[config.mk]
export PLATFORM = sky130hd
export DESIGN_NAME = ceagm_ctrl
export DESIGN_NICKNAME = d
export VERILOG_FILES = /design/src/hdl/ceagm_pkg.sv /design/src/hdl/ceagm_ctrl.sv
export SDC_FILE = /design/constraint.sdc
export NUM_CORES = 1
export LEC_CHECK = 0
export ABC_AREA = 1
export BUFFER_PORTS_ARGS = -buffer_cell sky130_fd_sc_hd__buf_4
export CAP_MARGIN = 10
export CORE_MARGIN = 2
export CORE_UTILIZATION = 40
export DETAILED_ROUTE_END_ITERATION = 8
export PLACE_DENSITY = 0.67
export SYNTH_ARGS = -nofsm -noshare
export SYNTH_HDL_FRONTEND = slang
export SYNTH_SLANG_ARGS = --single-unit
export TNS_END_PERCENT = 1
[constraint.sdc]
create_clock -name i_clk -period 1.3 [get_ports i_clk]
set_input_delay 0.26 -clock i_clk [delete_from_list [all_inputs] [get_ports i_clk]]
set_output_delay 0.26 -clock i_clk [all_outputs]
set_load 0.005 [all_outputs]
[src/hdl/ceagm_pkg.sv]
// ---------------------------------------------------------------------------
// ceagm_pkg
// Constants, controller states, datapath commands and status for the
// complete elliptic integral (AGM) block.
// ---------------------------------------------------------------------------
package ceagm_pkg;

    localparam int AGM_ITERATIONS = 16;
    localparam int N_W            = $clog2(AGM_ITERATIONS);

    localparam logic [63:0] PI_Q61       = 64'h6487_ED51_10B4_611A;
    localparam logic [31:0] HALF_PI_Q31  = 32'd3373259426;
    localparam logic [29:0] SERIES_LIMIT = 30'd1074;
    localparam logic [62:0] ONE_Q62      = {1'b1, 62'd0};
    localparam logic [63:0] QUARTER_Q62  = 64'h1000_0000_0000_0000;
    localparam logic [63:0] DK_MAX       = 64'h0000_FFFF_FFFF_FFFF;
    localparam logic [63:0] DE_MAG_MAX   = 64'h0000_0000_8000_0000;
    localparam logic [63:0] QUOT_MAX     = 64'hFFFF_FFFF_FFFF_FFFF;
    localparam logic [6:0]  DK_SHIFT     = 7'd55;
    localparam logic [6:0]  DE_SHIFT     = 7'd28;
    localparam logic [6:0]  NO_SHIFT     = 7'd0;

    typedef enum logic [4:0] {
        ST_IDLE, ST_CHECK, ST_B0_START, ST_B0_WAIT, ST_AB, ST_SQ_START, ST_SQ_WAIT,
        ST_K_START, ST_K_WAIT, ST_E_LO, ST_E_HI, ST_E_FIN,
        ST_SER0, ST_SER1, ST_SER2, ST_SER3,
        ST_OMK_LO, ST_OMK_HI, ST_OMK_FIN, ST_DEN,
        ST_DK_START, ST_DK_WAIT, ST_DE_START, ST_DE_WAIT, ST_OUT
    } t_state;

    typedef enum logic [4:0] {
        OP_NONE, OP_LOAD, OP_B0_START, OP_B0_SET, OP_AB, OP_SQ_START, OP_SQ_SET,
        OP_K_START, OP_K_SET, OP_E_LO, OP_E_HI, OP_E_SET,
        OP_SER0, OP_SER1, OP_SER2, OP_SER3,
        OP_OMK_LO, OP_OMK_HI, OP_OMK_SET, OP_DEN,
        OP_DK_START, OP_DK_SET, OP_DE_START, OP_DE_SET, OP_OUT
    } t_dp_op;

    typedef struct packed {
        logic inf;
        logic series;
        logic last_round;
        logic sqrt_done;
        logic div_done;
        logic out_free;
    } t_dp_stat;

endpackage

[src/hdl/ceagm_ctrl.sv]
// ---------------------------------------------------------------------------
// ceagm_ctrl
// Sequencer: steps the datapath through load, AGM rounds, K and E,
// derivatives and output.
// ---------------------------------------------------------------------------
module ceagm_ctrl (
    input  logic                 i_clk,
    input  logic                 i_rst_n,
    input  logic                 i_in_valid,
    output logic                 o_in_ready,
    input  ceagm_pkg::t_dp_stat  i_stat,
    output ceagm_pkg::t_dp_op    o_op
);
    import ceagm_pkg::*;

    t_state r_state;
    t_state n_state;

    always_ff @(posedge i_clk) begin
        if (!i_rst_n) begin
            r_state <= ST_IDLE;
        end else begin
            r_state <= n_state;
        end
    end

    always_comb begin
        n_state = r_state;
        unique case (r_state)
            ST_IDLE:     if (i_in_valid) n_state = ST_CHECK;
            ST_CHECK:    n_state = i_stat.inf ? ST_OUT : ST_B0_START;
            ST_B0_START: n_state = ST_B0_WAIT;
            ST_B0_WAIT:  if (i_stat.sqrt_done) n_state = ST_AB;
            ST_AB:       n_state = ST_SQ_START;
            ST_SQ_START: n_state = ST_SQ_WAIT;
            ST_SQ_WAIT: begin
                if (i_stat.sqrt_done) n_state = i_stat.last_round ? ST_K_START : ST_AB;
            end
            ST_K_START:  n_state = ST_K_WAIT;
            ST_K_WAIT:   if (i_stat.div_done) n_state = ST_E_LO;
            ST_E_LO:     n_state = ST_E_HI;
            ST_E_HI:     n_state = ST_E_FIN;
            ST_E_FIN:    n_state = i_stat.series ? ST_SER0 : ST_OMK_LO;
            ST_SER0:     n_state = ST_SER1;
            ST_SER1:     n_state = ST_SER2;
            ST_SER2:     n_state = ST_SER3;
            ST_SER3:     n_state = ST_OUT;
            ST_OMK_LO:   n_state = ST_OMK_HI;
            ST_OMK_HI:   n_state = ST_OMK_FIN;
            ST_OMK_FIN:  n_state = ST_DEN;
            ST_DEN:      n_state = ST_DK_START;
            ST_DK_START: n_state = ST_DK_WAIT;
            ST_DK_WAIT:  if (i_stat.div_done) n_state = ST_DE_START;
            ST_DE_START: n_state = ST_DE_WAIT;
            ST_DE_WAIT:  if (i_stat.div_done) n_state = ST_OUT;
            ST_OUT:      if (i_stat.out_free) n_state = ST_IDLE;
            default:     n_state = ST_IDLE;
        endcase
    end

    always_comb begin
        o_op       = OP_NONE;
        o_in_ready = 1'b0;
        unique case (r_state)
            ST_IDLE: begin
                o_in_ready = 1'b1;
                if (i_in_valid) o_op = OP_LOAD;
            end
            ST_CHECK:    o_op = OP_NONE;
            ST_B0_START: o_op = OP_B0_START;
            ST_B0_WAIT:  if (i_stat.sqrt_done) o_op = OP_B0_SET;
            ST_AB:       o_op = OP_AB;
            ST_SQ_START: o_op = OP_SQ_START;
            ST_SQ_WAIT:  if (i_stat.sqrt_done) o_op = OP_SQ_SET;
            ST_K_START:  o_op = OP_K_START;
            ST_K_WAIT:   if (i_stat.div_done) o_op = OP_K_SET;
            ST_E_LO:     o_op = OP_E_LO;
            ST_E_HI:     o_op = OP_E_HI;
            ST_E_FIN:    o_op = OP_E_SET;
            ST_SER0:     o_op = OP_SER0;
            ST_SER1:     o_op = OP_SER1;
            ST_SER2:     o_op = OP_SER2;
            ST_SER3:     o_op = OP_SER3;
            ST_OMK_LO:   o_op = OP_OMK_LO;
            ST_OMK_HI:   o_op = OP_OMK_HI;
            ST_OMK_FIN:  o_op = OP_OMK_SET;
            ST_DEN:      o_op = OP_DEN;
            ST_DK_START: o_op = OP_DK_START;
            ST_DK_WAIT:  if (i_stat.div_done) o_op = OP_DK_SET;
            ST_DE_START: o_op = OP_DE_START;
            ST_DE_WAIT:  if (i_stat.div_done) o_op = OP_DE_SET;
            ST_OUT:      if (i_stat.out_free) o_op = OP_OUT;
            default:     o_op = OP_NONE;
        endcase
    end
endmodule

**Yosys cells after proc, flatten, opt, wreduce, memory -nomap -nowiden**

Cells that the tools add are included.

- RAM bits: 0
- Word-level logic and storage cells: 54
- Memories kept: 0
- Register bits after elaboration: 5
- Memory bits (read-only): 0
- Bits in latches: 0

- Shift operators: 0
- Div/mod/pow operators: 0
- $add $sub $neg: 0
- Equal/unequal tests: 31
- Bitwise operators: 0
- Magnitude comparators: 0
- Multipliers: 0
- Reductions and logical operators: 2
- Mux-type cells: 20

Operators by type and width:

| operator | number |
|---|---|
| one-hot mux 5 bit (25 select lines) | 1 |
| one-hot mux 5 bit (24 select lines) | 1 |
| two-way mux 5 bit | 12 |
| equality test 5 bit, second input constant | 9 |
| equality test 5 x 4 -> 1 bit, second input constant | 8 |
| equality test 5 x 3 -> 1 bit, second input constant | 4 |
| inequality test 2 bit, second input constant | 7 |
| equality test 5 x 2 -> 1 bit, second input constant | 2 |
| AND reduction 7 bit | 1 |
| equality test 5 x 1 -> 1 bit, second input constant | 1 |
| logical NOT 5 bit | 1 |
| two-way mux 2 bit | 2 |
| two-way mux 4 bit | 1 |
| two-way mux 3 bit | 1 |
| two-way mux 1 bit | 2 |

**Longest topological paths before layout**

- Depth after elaboration: 3
- Mapped depth: 11
- Mapped depth without buffers: 10

**Worst setup path before layout**

Ideal clock, no wire load.

- Path kind: reg2out
- Start point: reg r_state[0]
- End point: out o_op[3]
- Setup slack: -0.015 ns
- Data arrival time: 1.055 ns
- Stages on the path, launching flop included: 9
- Path buffers: 1
- Path through: dfxtp_1 -> buf_4 -> inv_4 -> nand2_2 -> nor2_2 -> nand2_1 -> nand2_1 -> nor2_1 -> o2111ai_1

- Word-level cells in the longest chain between the ends: 2
- Elaborated cells on any way between the ends: 25
- Classes of those cells: 23 x eq/ne; 1 x mux; 1 x reduce/logical

Ends and longest elaborated chain:

| item | line | text |
|---|---|---|
| from (decl) | ceagm_ctrl.sv:16 | `t_state r_state;` |
| from (signal assigned) | ceagm_ctrl.sv:23 | `r_state <= n_state;` |
| equality test 5 bit, or another cell as far along | ceagm_ctrl.sv:64 | `unique case (r_state)` |
| one-hot mux 5 bit (24 select lines) (*) | ceagm_ctrl.sv:64 |  |
| to (decl) | ceagm_ctrl.sv:12 | `output ceagm_pkg::t_dp_op o_op` |

Mark *: on every way between the ends. The rest lies on a longest branch, timed or not.

**Worst setup path after layout**

- Start point: reg r_state[0]
- End point: out o_op[1]

Same word-level chain as after synthesis.

==> results by group <==
Synth
  • Mapped Nets: around 160
  • Post-Syn Instances: 152
  • Sequential element share of the synthesized area: around an eighth
  • Library cells used by synthesis: 24
  • Yosys warns: 0
  • Ranking of synthesized cells by area: nand2_1, dfxtp_1, inv_1
  • Mapped Area: 823 µm²
  • Synth top area share: roughly 21%
  • FF+latch count, synth: 5
  • Avg Synthesized Cell Area: between 5 and 6 µm²
  • Synth area leader: nand2_1

Floorplanning
  • DIE HEIGHT: 49.4 µm
  • Top Ports: 15
  • Die ar.: between 2000 and 2500 µm²
  • Core ar.: 1940 µm²
  • Die width: between 40 and 50 µm
  • Initial core utilization: between 40% and 50%
  • Site Rows: 16

Final layout
  • Largest reg by FF count: r_state
  • Nets: between 200 and 250
  • Storage cell area: around 120 µm²
  • Fillers: between 100 and 150
  • Diode count: 0
  • Final non-filler cell total: ~240
  • Share of layout cells above drive strength 1: between 50 and 60%
  • Top Registers: r_state x5
  • Area of the multi-input gates: between 700 and 800 µm²
  • Max reg flops: 5
  • Area delta synth->final: 80.7%

Worst setup path
  • Worst setup EP type: primary output
  • Crit path required time: roughly 1000 ps
  • Crit Path Max Fanout: 6
  • CP Class: flip-flop to primary output
  • CP Launch Type: flip-flop
  • Worst endpoint data arrival time: 1500 ps

Route
  • DR WL/cell: 15.3 µm
  • Total Routed Length: 3690 µm
  • First-pass detailed-route iteration total: 4
  • Vias/cell: approximately 5.6
  • DRC violations left: 0
  • Vias: ~1400
  • First DRT Iteration DRCs: between 100 and 150
  • Antenna viol nets, final: 0

STA
  • Final worst slack: -463 ps
  • Unrepaired setup endpoints after global routing: yes
  • Slew of the pin with the lowest slew margin: 249 ps
  • Final setup violation count: 11
  • Final Hold Viols: 0
  • Rel. slew slack: 83.1%
  • Slew Viols, Final: 0
  • Final period utilization: 136%
  • Final worst path period need: around 1800 ps
  • Maximum clock rate: approximately 0.57 GHz
  • Worst hold slack: 303 ps
  • Clk_skew: about 18 ps

GRT
  • Total congestion overflow: 0
  • Vias in the first global route: between 1000 and 1500
  • Largest net degree at the start of global routing: 9
  • GR Util All Layers: ~28%
  • First-pass GRT wire length: ~5200 µm
  • Initial antenna violation count: 0

Clock network
  • Cts hold-fix bufs: 0
  • CTS tree: done
  • CTS clk-pin slew, worst paths: approximately 60 ps
  • Worst skew pair latency: roughly 250 ps
  • Clock Tree Root: clkbuf_4
  • Clk buf depth: 2
  • CTS buffer count: 3
  • # clock sinks: 5
  • H-tree levels: 1

Place
  • DP HPWL: around 2300 µm
  • Port Buffer Count: 14
  • GP Congestion: slightly above 0.9
  • Placed cells: roughly 230

Pwr
  • Leakage power: a little under 0.0008 µW
  • Pwr Density: 1890 nW/µm²
  • Final total power: between 2000 and 3000 µW
  • Peak supply drop: about 1900 µV

Flow run
  • Max_cap viols: 0

Run status
  • Status: finished, violations left
  • Failing checks: negative setup slack

Worst hold path
  • HP Class: input pin to flip-flop
==> cells in the final DEF, fill, tap and decap left out <==
cell type  instances
nand2_2           16
nand2_1           39
nand4_1            8
inv_1             13
clkbuf_4           3
o21ai_2            1
a211oi_2           1
nor3_1             1
o21ai_0            2
nand3_2            1
nor3_2             1
buf_4             56
nor2b_1            1
o211ai_1           1
o221ai_1           1
inv_4              3
nor2_1            10
o21ai_1            1
o2111ai_2          1
o311ai_1           1
nand3_1            8
a21oi_2            2
a21oi_1            9
nor2_2             3
nor2_4            11
clkbuf_1           1
inv_2              6
buf_12             2
nand3_4            1
dfxtp_4            5
buf_6              3
o2111ai_1          1
nand2_4            1
==> cells by family (layout without fill, tap and decap cells) <==
kind of cell / count (synthesis) / after routing / share of synthesized area (%)
buffers and inverters: 25 / 87 / 13.5
DFF: 5 / 5 / 12.2
AOI/OAI and AO/OA: 21 / 21 / 15.2
and+or+nand+nor: 101 / 101 / 59.1
==> Yosys cell counts <==
cell type and n:
nand2_1 47, inv_1 16, nor2_1 15, a21oi_1 11, nand3_1 9, nand2_2 8
nand4_1 8, nor2_2 6, dfxtp_1 5, inv_2 5, o21ai_0 4, nor2_4 3
buf_4 2, nor3_1 2, o2111ai_1 2, a211oi_1 1, buf_6 1, inv_4 1
nand2_4 1, nand3_2 1, nor2b_1 1, o211ai_1 1, o221ai_1 1, o311ai_0 1
==> report_power, final <==
| part | internal (µW) | total, µW | switching, µW |
|---|---|---|---|
| clock | 116 | 188 | 71.2 |
| sequential | 233 | 343 | 110 |
| combinational | 1050 | 2290 | 1230 |
| total | 1400 | 2820 | 1410 |
==> worst max-delay path, cell delays in order, from the launching register on <==
cell and delay, ps:
dfxtp_4 400, inv_4 60, nand2_2 90, nor2_4 70, nand2_1 80, nand4_1 100
nor2_1 170, o2111ai_2 120, buf_4 160
==> layout make-up <==
class | instances | share of cell area, %
inverter | 22 | 6.06
clock buffer | 4 | 1.77
multi-input combinational | 122 | 48.7
timing repair buffer | 61 | 33.2
sequential | 5 | 7.99
tap | 27 | 2.27
==> per-layer routing <==
layer,vias to the layer above,routed length [µm],track usage [%],share of wire [%]
met3,19,376,6.75,10
met4,0,123,8.57,3.3
met2,116,1840,50.0,50
met5,-,0,0,0
li1,625,-,-,-
met1,591,1350,31.3,37
==> stage by stage <==
step / setup TNS [ps] / cell area (µm²) / setup slack, ps / util (%)
after floorplan: -2.34 / 830 / -2.34 / -
after global placement: -2540 / 1200 / -292 / 62.0
after detailed placement: -2770 / 1200 / -289 / 62.0
after CTS: -2860 / 1420 / -407 / 72.9
after global routing: -4500 / 1490 / -542 / 76.6
final: -3600 / 1490 / -463 / 76.6
==> worst paths after layout <==
check	from	end	depth (start not counted)	slack, ps
setup reg to reg	r_state[0]$_SDFFE_PN0P_	r_state[1]$_SDFFE_PN0P_	12	-400
setup / recovery	r_state[0]$_SDFFE_PN0P_	o_op[1]	8	-460
hold reg to reg	r_state[2]$_SDFFE_PN0P_	r_state[2]$_SDFFE_PN0P_	2	530
hold / removal	i_rst_n	r_state[0]$_SDFFE_PN0P_	3	300
==> timing repair <==
| item | in CTS | in global routing |
|---|---|---|
| buffers inserted | 8 | 4 |
| cloned | 0 | 0 |
| pin swaps | 12 | 10 |
| endpoints found under the setup margin | 11 | 11 |
| gates resized for setup | 34 | 15 |
Power figures use the tool's default switching activity.
